==> config.mk <==
export PLATFORM = sky130hd
export DESIGN_NAME = bracket_matcher_c_source_flat
export DESIGN_NICKNAME = d
export VERILOG_FILES = /design/src/hdl/brkm_pkg.sv /design/src/hdl/brkm_ifaces.sv /design/src/hdl/brkm_ram.sv /design/src/hdl/brkm_fifo.sv /design/src/hdl/brkm_front.sv /design/src/hdl/brkm_back.sv /design/src/hdl/bracket_matcher_c_source.sv /design/src/flat_wrapper.sv
export SDC_FILE = /design/constraint.sdc
export NUM_CORES = 1
export LEC_CHECK = 0
export ABC_AREA = 0
export BUFFER_PORTS_ARGS = -buffer_cell sky130_fd_sc_hd__clkbuf_2
export CAP_MARGIN = 20
export CORE_UTILIZATION = 60
export CTS_BUF_LIST = sky130_fd_sc_hd__clkbuf_4 sky130_fd_sc_hd__clkbuf_8 sky130_fd_sc_hd__clkbuf_16
export CTS_CLUSTER_DIAMETER = 50
export CTS_CLUSTER_SIZE = 24
export DETAILED_ROUTE_END_ITERATION = 8
export GPL_ROUTABILITY_DRIVEN = 0
export HOLD_SLACK_MARGIN = 0.02
export PLACE_DENSITY = 0.74
export SYNTH_ARGS = -nofsm -noshare
export SYNTH_HDL_FRONTEND = slang
export SYNTH_SLANG_ARGS = --single-unit
==> constraint.sdc <==
create_clock -name clock -period 7.41 [get_ports clock]
set_clock_uncertainty 0.1 [all_clocks]
set_input_delay 1.1115 -clock clock [delete_from_list [all_inputs] [get_ports clock]]
set_output_delay 1.1115 -clock clock [all_outputs]
set_load 0.05 [all_outputs]
==> src/hdl/brkm_pkg.sv <==
`timescale 1ns / 1ps
// ----------------------------------------------------------------------------
// brkm_pkg
// Shared constants and types of the C source bracket matcher.
// ----------------------------------------------------------------------------
package brkm_pkg;

   localparam int STACK_DEPTH_DEF = 256;
   localparam int LINE_WIDTH_DEF  = 16;

   localparam logic [7:0] CH_LPAREN  = 8'h28;
   localparam logic [7:0] CH_RPAREN  = 8'h29;
   localparam logic [7:0] CH_LBRACE  = 8'h7B;
   localparam logic [7:0] CH_RBRACE  = 8'h7D;
   localparam logic [7:0] CH_SLASH   = 8'h2F;
   localparam logic [7:0] CH_STAR    = 8'h2A;
   localparam logic [7:0] CH_NEWLINE = 8'h0A;
   localparam logic [7:0] CH_DQUOTE  = 8'h22;
   localparam logic [7:0] CH_SQUOTE  = 8'h27;

   localparam logic [2:0] ST_ECHO       = 3'd0;
   localparam logic [2:0] ST_BAD_PAREN  = 3'd1;
   localparam logic [2:0] ST_BAD_BRACE  = 3'd2;
   localparam logic [2:0] ST_BALANCED   = 3'd3;
   localparam logic [2:0] ST_OPEN_PAREN = 3'd4;
   localparam logic [2:0] ST_OPEN_BRACE = 3'd5;
   localparam logic [2:0] ST_OVERFLOW   = 3'd6;

   // region flag bits, one means "not inside"
   localparam int FLAG_LINE  = 0;
   localparam int FLAG_BLOCK = 1;
   localparam int FLAG_STR   = 2;
   localparam int FLAG_CHR   = 3;
   localparam logic [3:0] FLAGS_ALL = 4'hF;

   typedef struct packed {
      logic is_open;
      logic is_close;
      logic is_brace;
      logic last;
   } brkm_op_type;

endpackage

==> src/hdl/brkm_ifaces.sv <==
`timescale 1ns / 1ps
// ----------------------------------------------------------------------------
// brkm_ifaces
// Valid/ready channels for source bytes and matcher results.
// ----------------------------------------------------------------------------
interface brkm_req_if;
   logic       valid;
   logic       ready;
   logic [7:0] byte_in;
   logic       end_of_text;

   modport source (output valid, output byte_in, output end_of_text, input ready);
   modport sink   (input valid, input byte_in, input end_of_text, output ready);
endinterface

interface brkm_rsp_if #(
   parameter int LINE_WIDTH = brkm_pkg::LINE_WIDTH_DEF
);
   logic                  valid;
   logic                  ready;
   logic [2:0]            status;
   logic [7:0]            bracket;
   logic [LINE_WIDTH-1:0] line;
   logic                  final_res;

   modport source (output valid, output status, output bracket, output line,
                   output final_res, input ready);
   modport sink   (input valid, input status, input bracket, input line,
                   input final_res, output ready);
endinterface

==> src/hdl/brkm_ram.sv <==
`timescale 1ns / 1ps
// ----------------------------------------------------------------------------
// brkm_ram
// Generic single write port, single read port RAM with registered read.
// ----------------------------------------------------------------------------
module brkm_ram #(
   parameter int WIDTH = 1,
   parameter int DEPTH = brkm_pkg::STACK_DEPTH_DEF
) (
   input  logic                     clock,
   input  logic                     wr_en,
   input  logic [$clog2(DEPTH)-1:0] wr_addr,
   input  logic [WIDTH-1:0]         wr_data,
   input  logic [$clog2(DEPTH)-1:0] rd_addr,
   output logic [WIDTH-1:0]         rd_data
);

   logic [WIDTH-1:0] mem_ff [DEPTH];
   logic [WIDTH-1:0] rd_data_ff;

   always_ff @(posedge clock) begin
      if (wr_en) begin
         mem_ff[wr_addr] <= wr_data;
      end
      rd_data_ff <= mem_ff[rd_addr];
   end

   assign rd_data = rd_data_ff;

endmodule

==> src/hdl/brkm_fifo.sv <==
`timescale 1ns / 1ps
// ----------------------------------------------------------------------------
// brkm_fifo
// Small register FIFO that decouples the classifier from the stack engine.
// ----------------------------------------------------------------------------
module brkm_fifo #(
   parameter int WIDTH = 8,
   parameter int DEPTH = 2
) (
   input  logic             clock,
   input  logic             reset,
   input  logic             push,
   input  logic [WIDTH-1:0] push_data,
   input  logic             pop,
   output logic [WIDTH-1:0] pop_data,
   output logic             not_empty,
   output logic             full
);

   localparam int PW = (DEPTH > 1) ? $clog2(DEPTH) : 1;
   localparam int CW = $clog2(DEPTH + 1);

   logic [WIDTH-1:0] slot_ff [DEPTH];
   logic [PW-1:0]    wr_ptr_ff, wr_ptr_in;
   logic [PW-1:0]    rd_ptr_ff, rd_ptr_in;
   logic [CW-1:0]    count_ff, count_in;

   always_comb begin
      wr_ptr_in = wr_ptr_ff;
      rd_ptr_in = rd_ptr_ff;
      count_in  = count_ff;
      if (push) begin
         wr_ptr_in = (wr_ptr_ff == PW'(DEPTH - 1)) ? '0 : wr_ptr_ff + 1'b1;
      end
      if (pop) begin
         rd_ptr_in = (rd_ptr_ff == PW'(DEPTH - 1)) ? '0 : rd_ptr_ff + 1'b1;
      end
      if (push && !pop) begin
         count_in = count_ff + 1'b1;
      end else if (pop && !push) begin
         count_in = count_ff - 1'b1;
      end
   end

   always_ff @(posedge clock) begin
      if (reset) begin
         wr_ptr_ff <= '0;
         rd_ptr_ff <= '0;
         count_ff  <= '0;
      end else begin
         wr_ptr_ff <= wr_ptr_in;
         rd_ptr_ff <= rd_ptr_in;
         count_ff  <= count_in;
      end
   end

   always_ff @(posedge clock) begin
      if (push) begin
         slot_ff[wr_ptr_ff] <= push_data;
      end
   end

   assign pop_data  = slot_ff[rd_ptr_ff];
   assign not_empty = (count_ff != '0);
   assign full      = (count_ff == CW'(DEPTH));

endmodule

==> src/hdl/brkm_front.sv <==
`timescale 1ns / 1ps
// ----------------------------------------------------------------------------
// brkm_front
// Accepts source bytes, tracks comment and literal regions and the line
// count, and forwards bracket and end-of-file operations.
// ----------------------------------------------------------------------------
module brkm_front #(
   parameter int LINE_WIDTH = brkm_pkg::LINE_WIDTH_DEF
) (
   input  logic                  clock,
   input  logic                  reset,
   brkm_req_if.sink              req_chan,
   input  logic                  q_full,
   output logic                  q_push,
   output brkm_pkg::brkm_op_type q_op,
   output logic [LINE_WIDTH-1:0] q_line
);

   logic [7:0]            prior_ff, prior_in;
   logic [3:0]            flags_ff, flags_in;
   logic [LINE_WIDTH-1:0] line_ff, line_in;
   logic [7:0]            b;
   logic [3:0]            flags_nx;
   logic                  outside;
   logic                  accept;

   assign b      = req_chan.byte_in;
   assign accept = req_chan.valid && req_chan.ready;
   assign req_chan.ready = !q_full;

   always_comb begin
      flags_nx = flags_ff;
      if (prior_ff == brkm_pkg::CH_SLASH && b == brkm_pkg::CH_SLASH) begin
         flags_nx[brkm_pkg::FLAG_LINE] = 1'b0;
      end else if (prior_ff == brkm_pkg::CH_SLASH && b == brkm_pkg::CH_STAR) begin
         flags_nx[brkm_pkg::FLAG_BLOCK] = 1'b0;
      end else if (prior_ff == brkm_pkg::CH_STAR && b == brkm_pkg::CH_SLASH) begin
         flags_nx[brkm_pkg::FLAG_BLOCK] = 1'b1;
      end else if (b == brkm_pkg::CH_NEWLINE) begin
         flags_nx[brkm_pkg::FLAG_LINE] = 1'b1;
      end else if (b == brkm_pkg::CH_DQUOTE) begin
         flags_nx[brkm_pkg::FLAG_STR] = !flags_ff[brkm_pkg::FLAG_STR];
      end else if (b == brkm_pkg::CH_SQUOTE && flags_ff[brkm_pkg::FLAG_STR]) begin
         flags_nx[brkm_pkg::FLAG_CHR] = !flags_ff[brkm_pkg::FLAG_CHR];
      end
   end

   assign outside = (flags_nx == brkm_pkg::FLAGS_ALL);

   always_comb begin
      q_op.is_open  = outside && (b == brkm_pkg::CH_LPAREN || b == brkm_pkg::CH_LBRACE);
      q_op.is_close = outside && (b == brkm_pkg::CH_RPAREN || b == brkm_pkg::CH_RBRACE);
      q_op.is_brace = (b == brkm_pkg::CH_LBRACE || b == brkm_pkg::CH_RBRACE);
      q_op.last     = req_chan.end_of_text;
   end

   // brackets never share a beat with a newline, so the current line is exact
   assign q_line = line_ff;
   assign q_push = accept && (q_op.is_open || q_op.is_close || q_op.last);

   always_comb begin
      prior_in = prior_ff;
      flags_in = flags_ff;
      line_in  = line_ff;
      if (accept) begin
         if (req_chan.end_of_text) begin
            prior_in = '0;
            flags_in = brkm_pkg::FLAGS_ALL;
            line_in  = LINE_WIDTH'(1);
         end else begin
            prior_in = b;
            flags_in = flags_nx;
            if (b == brkm_pkg::CH_NEWLINE && line_ff != {LINE_WIDTH{1'b1}}) begin
               line_in = line_ff + 1'b1;
            end
         end
      end
   end

   always_ff @(posedge clock) begin
      if (reset) begin
         prior_ff <= '0;
         flags_ff <= brkm_pkg::FLAGS_ALL;
         line_ff  <= LINE_WIDTH'(1);
      end else begin
         prior_ff <= prior_in;
         flags_ff <= flags_in;
         line_ff  <= line_in;
      end
   end

endmodule

==> src/hdl/brkm_back.sv <==
`timescale 1ns / 1ps
// ----------------------------------------------------------------------------
// brkm_back
// Stack engine: pushes and pops bracket kinds, detects mismatch and
// overflow, and drives the result register. The two top entries live in
// flops; deeper entries are in RAM with the next one prefetched.
// ----------------------------------------------------------------------------
module brkm_back #(
   parameter int STACK_DEPTH = brkm_pkg::STACK_DEPTH_DEF,
   parameter int LINE_WIDTH  = brkm_pkg::LINE_WIDTH_DEF
) (
   input  logic                  clock,
   input  logic                  reset,
   input  logic                  q_valid,
   input  brkm_pkg::brkm_op_type q_op,
   input  logic [LINE_WIDTH-1:0] q_line,
   output logic                  q_pop,
   brkm_rsp_if.source            rsp_chan
);

   localparam int TW = $clog2(STACK_DEPTH + 1);
   localparam int AW = $clog2(STACK_DEPTH);

   logic [TW-1:0]         top_ff, top_in;
   logic                  k1_ff, k1_in;
   logic                  k2_ff, k2_in;
   logic [LINE_WIDTH-1:0] outer_ff, outer_in;
   logic                  halted_ff, halted_in;
   logic                  halt_now;

   logic                  out_valid_ff, out_valid_in;
   logic [2:0]            out_status_ff, out_status_in;
   logic [7:0]            out_bracket_ff, out_bracket_in;
   logic [LINE_WIDTH-1:0] out_line_ff, out_line_in;
   logic                  out_final_ff, out_final_in;

   logic                  pend_valid_ff, pend_valid_in;
   logic [2:0]            pend_status_ff, pend_status_in;
   logic [LINE_WIDTH-1:0] pend_line_ff, pend_line_in;

   logic                  r1_valid;
   logic [2:0]            r1_status;
   logic [7:0]            r1_bracket;
   logic [LINE_WIDTH-1:0] r1_line;
   logic                  r1_final;
   logic                  fin_valid;
   logic [2:0]            fin_status;
   logic [LINE_WIDTH-1:0] fin_line;

   logic                  out_free;
   logic                  wr_en;
   logic [TW-1:0]         rd_ptr;
   logic                  rd_kind;

   assign out_free = !out_valid_ff || rsp_chan.ready;
   assign q_pop    = q_valid && out_free && !pend_valid_ff;

   always_comb begin
      top_in     = top_ff;
      k1_in      = k1_ff;
      k2_in      = k2_ff;
      outer_in   = outer_ff;
      halted_in  = halted_ff;
      halt_now   = 1'b0;
      wr_en      = 1'b0;
      r1_valid   = 1'b0;
      r1_status  = brkm_pkg::ST_ECHO;
      r1_bracket = '0;
      r1_line    = '0;
      r1_final   = 1'b0;
      fin_valid  = 1'b0;
      fin_status = brkm_pkg::ST_BALANCED;
      fin_line   = '0;
      if (q_pop) begin
         if (!halted_ff && q_op.is_open) begin
            r1_valid = 1'b1;
            if (top_ff >= TW'(STACK_DEPTH)) begin
               r1_status = brkm_pkg::ST_OVERFLOW;
               r1_line   = q_line;
               r1_final  = 1'b1;
               halt_now  = 1'b1;
            end else begin
               wr_en      = 1'b1;
               k2_in      = k1_ff;
               k1_in      = q_op.is_brace;
               top_in     = top_ff + 1'b1;
               r1_bracket = q_op.is_brace ? brkm_pkg::CH_LBRACE : brkm_pkg::CH_LPAREN;
               if (top_ff == '0) begin
                  outer_in = q_line;
               end
            end
         end else if (!halted_ff && q_op.is_close) begin
            r1_valid = 1'b1;
            if (top_ff != '0 && k1_ff == q_op.is_brace) begin
               top_in     = top_ff - 1'b1;
               k1_in      = k2_ff;
               k2_in      = rd_kind;
               r1_bracket = q_op.is_brace ? brkm_pkg::CH_RBRACE : brkm_pkg::CH_RPAREN;
            end else begin
               r1_status = q_op.is_brace ? brkm_pkg::ST_BAD_BRACE : brkm_pkg::ST_BAD_PAREN;
               r1_line   = q_line;
               r1_final  = 1'b1;
               halt_now  = 1'b1;
            end
         end
         if (halt_now) begin
            halted_in = 1'b1;
         end
         if (q_op.last) begin
            if (!halted_ff && !halt_now) begin
               fin_valid = 1'b1;
               if (top_in == '0) begin
                  fin_status = brkm_pkg::ST_BALANCED;
               end else begin
                  fin_status = k1_in ? brkm_pkg::ST_OPEN_BRACE : brkm_pkg::ST_OPEN_PAREN;
                  fin_line   = outer_in;
               end
            end
            top_in    = '0;
            outer_in  = '0;
            halted_in = 1'b0;
         end
      end
   end

   // prefetch the entry that sits third from the top after this beat
   assign rd_ptr = top_in - TW'(3);

   brkm_ram #(
      .WIDTH (1),
      .DEPTH (STACK_DEPTH)
   ) u_stack_ram (
      .clock   (clock),
      .wr_en   (wr_en),
      .wr_addr (top_ff[AW-1:0]),
      .wr_data (q_op.is_brace),
      .rd_addr (rd_ptr[AW-1:0]),
      .rd_data (rd_kind)
   );

   always_comb begin
      out_valid_in   = out_valid_ff;
      out_status_in  = out_status_ff;
      out_bracket_in = out_bracket_ff;
      out_line_in    = out_line_ff;
      out_final_in   = out_final_ff;
      pend_valid_in  = pend_valid_ff;
      pend_status_in = pend_status_ff;
      pend_line_in   = pend_line_ff;
      if (q_pop) begin
         out_valid_in = r1_valid || fin_valid;
         if (r1_valid) begin
            out_status_in  = r1_status;
            out_bracket_in = r1_bracket;
            out_line_in    = r1_line;
            out_final_in   = r1_final;
            pend_valid_in  = fin_valid;
            pend_status_in = fin_status;
            pend_line_in   = fin_line;
         end else begin
            out_status_in  = fin_status;
            out_bracket_in = '0;
            out_line_in    = fin_line;
            out_final_in   = 1'b1;
         end
      end else if (pend_valid_ff && out_free) begin
         out_valid_in   = 1'b1;
         out_status_in  = pend_status_ff;
         out_bracket_in = '0;
         out_line_in    = pend_line_ff;
         out_final_in   = 1'b1;
         pend_valid_in  = 1'b0;
      end else if (rsp_chan.ready) begin
         out_valid_in = 1'b0;
      end
   end

   always_ff @(posedge clock) begin
      if (reset) begin
         top_ff        <= '0;
         outer_ff      <= '0;
         halted_ff     <= 1'b0;
         out_valid_ff  <= 1'b0;
         pend_valid_ff <= 1'b0;
      end else begin
         top_ff        <= top_in;
         outer_ff      <= outer_in;
         halted_ff     <= halted_in;
         out_valid_ff  <= out_valid_in;
         pend_valid_ff <= pend_valid_in;
      end
   end

   always_ff @(posedge clock) begin
      k1_ff          <= k1_in;
      k2_ff          <= k2_in;
      out_status_ff  <= out_status_in;
      out_bracket_ff <= out_bracket_in;
      out_line_ff    <= out_line_in;
      out_final_ff   <= out_final_in;
      pend_status_ff <= pend_status_in;
      pend_line_ff   <= pend_line_in;
   end

   assign rsp_chan.valid     = out_valid_ff;
   assign rsp_chan.status    = out_status_ff;
   assign rsp_chan.bracket   = out_bracket_ff;
   assign rsp_chan.line      = out_line_ff;
   assign rsp_chan.final_res = out_final_ff;

endmodule

==> src/hdl/bracket_matcher_c_source.sv <==
`timescale 1ns / 1ps
// ----------------------------------------------------------------------------
// bracket_matcher_c_source
// Checks bracket balance of C source text streamed one byte per beat.
// ----------------------------------------------------------------------------
// req_chan carries one source byte per beat; end_of_text marks the last byte
// of a file. rsp_chan returns an echo beat for every '(' '{' ')' '}' seen
// outside comments and literals, an error beat (bad close or overflow) that
// stops checking for the rest of the file, and at the last byte a closing
// beat: balanced, or the kind of the innermost open bracket with the line of
// the outermost one. final_res marks the last beat of each file.
// Throughput is one byte per cycle while rsp_chan accepts; a last byte that
// also yields an echo sends its closing beat from a pending register, which
// holds off the queue meanwhile. A result reaches rsp_chan through the
// classifier-to-stack queue and then the stack engine, which updates the top
// two cached entries and the RAM per cycle and registers the result.
// When rsp_chan stalls, the two-entry queue fills and req_chan.ready drops;
// bytes keep flowing as long as the queue has room.
// Reset is synchronous and clears the queue, the stack pointer, the region
// flags and sets the line counter to one. The stack RAM needs no clearing.
// ----------------------------------------------------------------------------
module bracket_matcher_c_source #(
   parameter int STACK_DEPTH = brkm_pkg::STACK_DEPTH_DEF,
   parameter int LINE_WIDTH  = brkm_pkg::LINE_WIDTH_DEF
) (
   input logic        clock,
   input logic        reset,
   brkm_req_if.sink   req_chan,
   brkm_rsp_if.source rsp_chan
);

   localparam int QW = $bits(brkm_pkg::brkm_op_type) + LINE_WIDTH;

   logic                  q_push;
   logic                  q_pop;
   logic                  q_full;
   logic                  q_valid;
   brkm_pkg::brkm_op_type front_op;
   logic [LINE_WIDTH-1:0] front_line;
   brkm_pkg::brkm_op_type back_op;
   logic [LINE_WIDTH-1:0] back_line;
   logic [QW-1:0]         q_rd_data;

   brkm_front #(
      .LINE_WIDTH (LINE_WIDTH)
   ) u_front (
      .clock    (clock),
      .reset    (reset),
      .req_chan (req_chan),
      .q_full   (q_full),
      .q_push   (q_push),
      .q_op     (front_op),
      .q_line   (front_line)
   );

   brkm_fifo #(
      .WIDTH (QW),
      .DEPTH (2)
   ) u_queue (
      .clock     (clock),
      .reset     (reset),
      .push      (q_push),
      .push_data ({front_op, front_line}),
      .pop       (q_pop),
      .pop_data  (q_rd_data),
      .not_empty (q_valid),
      .full      (q_full)
   );

   assign back_op   = brkm_pkg::brkm_op_type'(q_rd_data[QW-1:LINE_WIDTH]);
   assign back_line = q_rd_data[LINE_WIDTH-1:0];

   brkm_back #(
      .STACK_DEPTH (STACK_DEPTH),
      .LINE_WIDTH  (LINE_WIDTH)
   ) u_back (
      .clock    (clock),
      .reset    (reset),
      .q_valid  (q_valid),
      .q_op     (back_op),
      .q_line   (back_line),
      .q_pop    (q_pop),
      .rsp_chan (rsp_chan)
   );

endmodule

==> src/flat_wrapper.sv <==
// flat-port wrapper written by rule: the top's interface ports become plain ports
module bracket_matcher_c_source_flat 
#(
   parameter int STACK_DEPTH = brkm_pkg::STACK_DEPTH_DEF,
   parameter int LINE_WIDTH  = brkm_pkg::LINE_WIDTH_DEF
)
  (clock, reset, req_chan_valid, req_chan_byte_in, req_chan_end_of_text, req_chan_ready, rsp_chan_valid, rsp_chan_status, rsp_chan_bracket, rsp_chan_line, rsp_chan_final_res, rsp_chan_ready);
  brkm_req_if req_chan_i ();
  brkm_rsp_if #(.LINE_WIDTH(LINE_WIDTH)) rsp_chan_i ();
  input logic clock;
  input logic reset;
  input wire logic [$bits(req_chan_i.valid)-1:0] req_chan_valid;
  input wire logic [$bits(req_chan_i.byte_in)-1:0] req_chan_byte_in;
  input wire logic [$bits(req_chan_i.end_of_text)-1:0] req_chan_end_of_text;
  output wire logic [$bits(req_chan_i.ready)-1:0] req_chan_ready;
  output wire logic [$bits(rsp_chan_i.valid)-1:0] rsp_chan_valid;
  output wire logic [$bits(rsp_chan_i.status)-1:0] rsp_chan_status;
  output wire logic [$bits(rsp_chan_i.bracket)-1:0] rsp_chan_bracket;
  output wire logic [$bits(rsp_chan_i.line)-1:0] rsp_chan_line;
  output wire logic [$bits(rsp_chan_i.final_res)-1:0] rsp_chan_final_res;
  input wire logic [$bits(rsp_chan_i.ready)-1:0] rsp_chan_ready;
  assign req_chan_i.valid = req_chan_valid;
  assign req_chan_i.byte_in = req_chan_byte_in;
  assign req_chan_i.end_of_text = req_chan_end_of_text;
  assign req_chan_ready = req_chan_i.ready;
  assign rsp_chan_valid = rsp_chan_i.valid;
  assign rsp_chan_status = rsp_chan_i.status;
  assign rsp_chan_bracket = rsp_chan_i.bracket;
  assign rsp_chan_line = rsp_chan_i.line;
  assign rsp_chan_final_res = rsp_chan_i.final_res;
  assign rsp_chan_i.ready = rsp_chan_ready;
  bracket_matcher_c_source #(.STACK_DEPTH(STACK_DEPTH), .LINE_WIDTH(LINE_WIDTH)) u_core (.clock(clock), .reset(reset), .req_chan(req_chan_i), .rsp_chan(rsp_chan_i));
endmodule
==> summary.md, run 1 <==
| Metric | Value |
|---|---|
| Most instantiated cells after synthesis | 362 x nor2_1, 342 x edfxtp_1, 83 x nand2_1, 72 x clkbuf_1, 70 x mux4_2 |
| Worst hold endpoint | u_core.u_front.prior_ff[6]$_SDFFE_PP0P_ |
| Max Used Layer | met4 |
| Post-cts resize count | 0 |
| Largest net degree at the start of global routing | 160 |
| Async set-or-reset flop fraction in the synthesized netlist | 0% |
| P per Cell Area | 351 mW/mm2 |
| Reg-to-reg slack, setup | 2.02 ns |
| Total number of vias | 11400 |
| Post-place setup slack | 1.80 ns |
| Final Hold Fails | 0 |
| Min-delay worst type | reg2reg |
| Crit-path cells | buf_4 -> or3b_1 -> a21oi_2 -> nand3_1 -> a32oi_1 -> and2_4 -> inv_1 -> ha_2 -> buf_12 -> mux4_2 -> mux4_2 -> a311o_1 -> a211oi_1 -> nor4_1 |
| Sequential-to-total area share from yosys stat | 64.1% |
| Area grow syn2layout | 9.42% |
| Post-synth EDFFs | 342 |
| Port bufs | 41 |
| Die area | 0.0306 mm2 |
| Peak supply drop | 273 uV |
| Final min period | 5.39 ns |
| Req. time, crit path | 7.70 ns |
| Post-Route M1 WL | 16500 um |
| Final ANT Viol Nets | 0 |
| CP Class | reg2reg |
| Met2 WL | 20200 um |
| Slew @ Worst Pin | 1.19 ns |
| Cell count after placement | 1726 |
| Cell mode on critical path | mux4_2 |
| H-tree depth | 2 |
| Critical-path maximum fanout | 46 |
| Grt ovf | 0 |
| Die Wd | 175 um |
| Hold path start | u_core.u_front.prior_ff[6]$_SDFFE_PP0P_ |
| Post-route insts no fill | 1793 |
| Placement row count | 62 |
| Synth top area cells | edfxtp_1 57%, mux4_2 8.8%, nor2_1 7.6% |
| Number of global-route vias before repair | 11100 |
| Synth top area share | 57.2% |
| Top Ports | 43 |
| Core area | 0.0291 mm2 |
| Yosys cell types | 75 |
| ANT cells | 0 |
| Final WL | 41400 um |
| Critical Path AT | 5.68 ns |
| Antenna violations before repair | 0 |
| Avg Cell Area, Syn | 13.0 um2 |
| Outcome | completed |
| Clk sinks | 404 |
| Fin Setup TNS | 0 ns |
| Final net count | 1404 |
| GRT Total Usage | 27.6% |
| Hold Buf Count CTS | 0 |
| FF+latch count, synth | 404 |
| Crit path launch type | flip-flop |
| Share of cells above drive strength 1 | 17.2% |
| Total iterations of the first detailed-routing run | 7 |
| DP HPWL | 24900 um |
| Die height | 175 um |
| Rel. slew slack | 20.4% |
| Worst path slowest cell | ha_2 |
| Slew Viols, Final | 0 |
| Fin util | 67.5% |
| Num CTS Buffers | 35 |
| R2R Path End | u_core.u_back.u_stack_ram.rd_data$_DFF_P_ |
| Clock Path Buffers | 3 |
| Synth Warn # | 0 |
| First-pass GRT wire length | 63900 um |
| Post-Syn Nets | 1402 |
| CP Capture Type | flip-flop |
| Final setup margin | 2.02 ns |
| Initial DRC Count | 1369 |
| Wirelength per Cell | 23.1 um |
| Clock slew seen by the registers of the worst setup and hold paths | 0.07 ns |
| Clk_lat worst skew | 0.52 ns |
| Mapped Area | 0.0180 mm2 |
| Setup bufs post-CTS | 0 |
| Number of fill cells | 2079 |
| Count leader, synth | nor2_1 |
| Initial Util | 61.7% |
| CP max stage delay | 0.68 ns |
| Post-route clock period utilization | 72.7% |
| Cell count after synthesis | 1381 |
| Worst r2r path cells | 14 |
| Ys flop type | edfxtp_1 |
| DR DRC count | 0 |
| DR vias/cell | 6.35 |
| Max Clock Freq | 186 MHz |
| Cell leakage power | 0.00631 uW |
| Hold Path Depth | 2 |
| Root cell of the clock tree | clkbuf_16 |
| Met3 wire length | 3420 um |
| RSZ-0062 raised after global routing | no |
| Final number of setup-violating endpoints | 0 |
| Worst hold slack | 0.359 ns |
| Post-synth top area cell | edfxtp_1 |
| Max Cap Viol | 0 |
| TritonCTS clock tree | done |
worst max-delay path: cells and delay by family, from the launching register on:
family / cells / cell delay, ns
adder cells (fa/ha/maj): 1 / 0.68
AND/OR/NAND/NOR: 4 / 1.36
flip-flops: 1 / 0.33
buffers and inverters: 3 / 0.67
multiplexers: 2 / 0.85
AO/OA/AOI/OAI: 4 / 1.22
how the worst max path moves through the flow:
stage                        start                                   endpoint  slack (ns)  depth (start not counted)
6_report                 flip-flop  u_core.u_back.u_stack_ram.rd_data$_DFF_P_        2.02                         14
5_1_grt                  flip-flop  u_core.u_back.u_stack_ram.rd_data$_DFF_P_        1.79                         14
4_1_cts                  flip-flop  u_core.u_back.u_stack_ram.rd_data$_DFF_P_        2.03                         14
3_5_place_dp   req_chan_byte_in[4]     u_core.u_queue.slot_ff[1][5]$_DFFE_PP_        1.80                         11
3_3_place_gp        rsp_chan_ready  u_core.u_back.u_stack_ram.rd_data$_DFF_P_        1.93                         13
2_1_floorplan       rsp_chan_ready  u_core.u_back.u_stack_ram.rd_data$_DFF_P_        1.75                         20
sequential cells by signal, summed over array words and instances (netlist names), 5 cells and up, named ones only:
| name | count |
|---|---|
| u_core.u_back.outer_ff | 16 |
| u_core.u_back.pend_line_ff | 16 |
| u_core.u_back.rsp_chan.bracket | 5 |
| u_core.u_back.rsp_chan.line | 16 |
| u_core.u_back.top_ff | 9 |
| u_core.u_back.u_stack_ram.mem_ff | 256 |
| u_core.u_front.prior_ff | 8 |
| u_core.u_front.q_line | 16 |
| u_core.u_queue.slot_ff | 40 |
power breakdown:
part / leakage [uW] / switching (uW) / internal, uW
registers: 0.00362 / 69.1 / 2820
clock network: 0.000579 / 870 / 1020
logic: 0.00211 / 1370 / 749
total: 0.00631 / 2310 / 4590
placed cells by master (no fill, tap or decap), drive strengths merged, types with 11 or more instances in the layout:
cell	n
nor3	19
nor2	362
edfxtp	342
nand2	83
and3	11
inv	20
mux4	70
mux2i	15
clkbuf	79
buf	17
mux2	37
dfxtp	62
xnor2	12
xor2	22
clkinv	11
a21oi	27
nor2b	25
nand3	25
a221oi	17
a22oi	20
kinds of logic after synthesis:
family / Yosys count / synth area share (%)
mux: 122 / 12.0
buf+inv: 105 / 2.48
fa+ha+maj: 8 / 0.558
xor+xnor: 34 / 1.66
simple gates: 583 / 14.1
compound gates: 124 / 5.12
other cells: 1 / 0.0209
flops: 404 / 64.1
final cells by class:
class,instances,area (um2),area share (%)
clock buffer,38,933,4.75
clock inverter,25,268,1.36
inverter,12,50.0,0.255
multi-input combinational,872,6020,30.6
sequential,404,11500,58.6
tap,384,480,2.45
timing repair buffer,58,384,1.96
metrics by stage:
step / instance area (um2) / total power (uW)
2_1_floorplan: 18000 / 4550
3_3_place_gp: 18400 / 5000
3_5_place_dp: 18400 / 5040
4_1_cts: 19600 / 6920
5_1_grt: 19600 / 7160
6_report: 19600 / 6900
per-layer routing:
metal	GRT usage, %	up-vias
li1	-	5077
met1	38.5	5679
met2	44.8	550
met3	4.50	71
met4	8.51	0
met5	0	-
Note: power is estimated with default switching activity, not from simulation.
==> run 2, diff against run 1 <==
--- a/config.mk
+++ b/config.mk
@@ -8,14 +8,14 @@
 export ABC_AREA = 0
 export BUFFER_PORTS_ARGS = -buffer_cell sky130_fd_sc_hd__clkbuf_2
 export CAP_MARGIN = 20
-export CORE_UTILIZATION = 60
+export CORE_UTILIZATION = 56
 export CTS_BUF_LIST = sky130_fd_sc_hd__clkbuf_4 sky130_fd_sc_hd__clkbuf_8 sky130_fd_sc_hd__clkbuf_16
 export CTS_CLUSTER_DIAMETER = 50
 export CTS_CLUSTER_SIZE = 24
 export DETAILED_ROUTE_END_ITERATION = 8
 export GPL_ROUTABILITY_DRIVEN = 0
 export HOLD_SLACK_MARGIN = 0.02
-export PLACE_DENSITY = 0.74
+export PLACE_DENSITY = 0.72
 export SYNTH_ARGS = -nofsm -noshare
 export SYNTH_HDL_FRONTEND = slang
 export SYNTH_SLANG_ARGS = --single-unit
==> constraint.sdc (replaced) <==
create_clock -name clock -period 4.6 [get_ports clock]
set_clock_uncertainty 0.1 [all_clocks]
set_input_delay 0.69 -clock clock [delete_from_list [all_inputs] [get_ports clock]]
set_output_delay 0.69 -clock clock [all_outputs]
set_load 0.05 [all_outputs]
==> run 2 against run 1 <==
Net effect: non-clock buffer count up 39; largest power group unchanged; routed wire length decreased by 1.9%; combinational power up 67%; highest routed layer unchanged; clock power up 70%; largest cell class unchanged; first-iteration DRC count shrank 8.8%; worst setup slack worse by 1.8 ns; power is 65% higher.
==> summary.md, run 2 (synthesis results as in run 1) <==
| Metric | Value |
|---|---|
| Outcome | completed |
| Max reg flops | 256 (unchanged) |
| Clock slew seen by the registers of the worst setup and hold paths | 0.07 ns (about the same) |
| Slew @ Worst Pin | 1.11 ns (-0.0845 ns) |
| ANT cells | 0 (unchanged) |
| Die Wd | 181 um (+3.5%) |
| CP Capture Type | flip-flop |
| Peak supply drop | 419 uV (+54%) |
| Post-route insts no fill | 1855 (+3.5%) |
| Rel. slew slack | 26.2% (+5.7 points) |
| H-tree depth | 2 (unchanged) |
| Share of cells above drive strength 1 | 19.7% (+2.5 points) |
| Die area | 0.0328 mm2 (+7.1%) |
| Clk sinks | 404 (unchanged) |
| Final net count | 1445 (+2.9%) |
| Most common cell after layout, fill and taps aside | nor2_1 |
| Register name with the most flops | u_core.u_back.u_stack_ram.mem_ff |
| Slew Viols, Final | 0 (unchanged) |
| Cell count after placement | 1781 (+3.2%) |
| Clock Path Buffers | 3 (unchanged) |
| P per Cell Area | 568 mW/mm2 (+62%) |
| Max Clock Freq | 229 MHz (+23%) |
| Initial Util | 56.9% (-4.8 points) |
| Root cell of the clock tree | clkbuf_16 |
| Final WL | 40500 um (-1.9%) |
| Fin util | 63.7% (-3.8 points) |
| Min-delay worst type | in2reg |
| CP Class | reg2reg |
| Final ANT Viol Nets | 0 (unchanged) |
| Top Ports | 43 (unchanged) |
| Area grow syn2layout | 12.0% |
| Num CTS Buffers | 37 (+5.7%) |
| Largest net degree at the start of global routing | 105 (-34%) |
| Commonest cells after routing, fill and taps aside | 362 x nor2_1, 342 x edfxtp_1, 83 x nand2_1 |
| Cell leakage power | 0.00654 uW (+3.8%) |
| DR vias/cell | 6.14 (-3.2%) |
| Max Cap Viol | 0 (unchanged) |
| GRT Total Usage | 24.9% (-2.7 points) |
| Number of global-route vias before repair | 11100 (+0.40%) |
| Wirelength per Cell | 21.9 um (-5.2%) |
| TritonCTS clock tree | done |
| Clk_lat worst skew | 0.54 ns (+0.02 ns) |
| Final min period | 4.37 ns (-1.02 ns) |
| Placement row count | 65 (+4.8%) |
| DR DRC count | 0 (unchanged) |
| Total number of vias | 11400 (+0.14%) |
| Largest regs | u_core.u_back.u_stack_ram.mem_ff x256, u_core.u_queue.slot_ff x40 |
| Grt ovf | 0 (unchanged) |
| Final number of setup-violating endpoints | 0 (unchanged) |
| Initial DRC Count | 1249 (-8.8%) |
| Port bufs | 41 (unchanged) |
| Req. time, crit path | 4.91 ns (-2.79 ns) |
| Critical Path AT | 4.68 ns (-1.00 ns) |
| First-pass GRT wire length | 62300 um (-2.5%) |
| Core area | 0.0316 mm2 (+8.5%) |
| DP HPWL | 25000 um (+0.59%) |
| Post-route clock period utilization | 95.0% (+22 points) |
| Total iterations of the first detailed-routing run | 7 (unchanged) |
| Fin Setup TNS | 0 ns (unchanged) |
| Critical-path maximum fanout | 40 (-13%) |
| Antenna violations before repair | 0 (unchanged) |
| Die height | 181 um (+3.5%) |
| Final Hold Fails | 0 (unchanged) |
| Crit path launch type | flip-flop |
-- run 2: changes by cell type in the layout (fill, tap and decap cells not counted), sizes merged --
cell / before / now
inv: 20 / 22
clkbuf: 79 / 83
clkinv: 11 / 10
buf: 17 / 56
-- run 2: power breakdown --
part	switching [uW]	leakage, uW	internal, uW
combinational	2230	0.00230	1320
clock	1470	0.000625	1740
sequential	116	0.00362	4530
-- run 2: repair_timing --
action,CTS,global route
setup buffers,0,5
gates resized for setup,0,2
endpoints found under the setup margin,0,1
hold buffers,0,0
-- run 2: cell type report --
type,count,area [um2]
timing repair buffer,97,699
multi-input combinational,872,6040
sequential,404,11500
clock buffer,42,987
clock inverter,26,314
tap,402,503
fill,2361,11500
inverter,12,50.0
-- run 2: final timing paths --
path	startpoint	end	slack (ns)	cells after the start
worst max-delay path	u_core.u_back.top_ff[0]$_SDFF_PP0_	u_core.u_back.u_stack_ram.rd_data$_DFF_P_	0.23	13
worst min register to register	u_core.u_front.prior_ff[6]$_SDFFE_PP0P_	u_core.u_front.prior_ff[6]$_SDFFE_PP0P_	0.36	2
worst max register to register	u_core.u_back.top_ff[0]$_SDFF_PP0_	u_core.u_back.u_stack_ram.rd_data$_DFF_P_	0.23	13
worst min-delay path	req_chan_byte_in[7]	u_core.u_front.prior_ff[7]$_SDFFE_PP0P_	0.31	3
-- run 2: worst max-delay path: stages (launching register included) --
cell and delay [ns]:
dfxtp_1 0.45, inv_1 0.16, ha_1 0.30, nand4b_1 0.23, nand2_1 0.16, o41a_1 0.50
nor2_1 0.28, ha_4 0.27, buf_12 0.27, mux4_2 0.36, mux4_2 0.49, o2111a_1 0.25
a311oi_1 0.30, nor4_1 0.10
-- run 2: stage by stage --
| step | hold WS (ns) | total power, uW | area (um2) | setup WS [ns] |
|---|---|---|---|---|
| floorplan | 0.331 | 7350 | 18000 | 0.0148 |
| global placement | 0.342 | 8170 | 18700 | 0.0308 |
| detailed placement | 0.348 | 8220 | 18700 | -0.00381 |
| CTS | 0.294 | 11400 | 20000 | 0.105 |
| global route | 0.311 | 11800 | 20100 | -0.0137 |
| finish | 0.306 | 11400 | 20100 | 0.230 |
-- run 2: layer usage --
metal  up-vias  GRT usage, %  wire length (um)
li1       5178             -                 -
met1      5672          31.9             16200
met2       456          42.7             20300
met3        87          3.81              2680
met4         0          10.1              1420
met5         -             0                 0
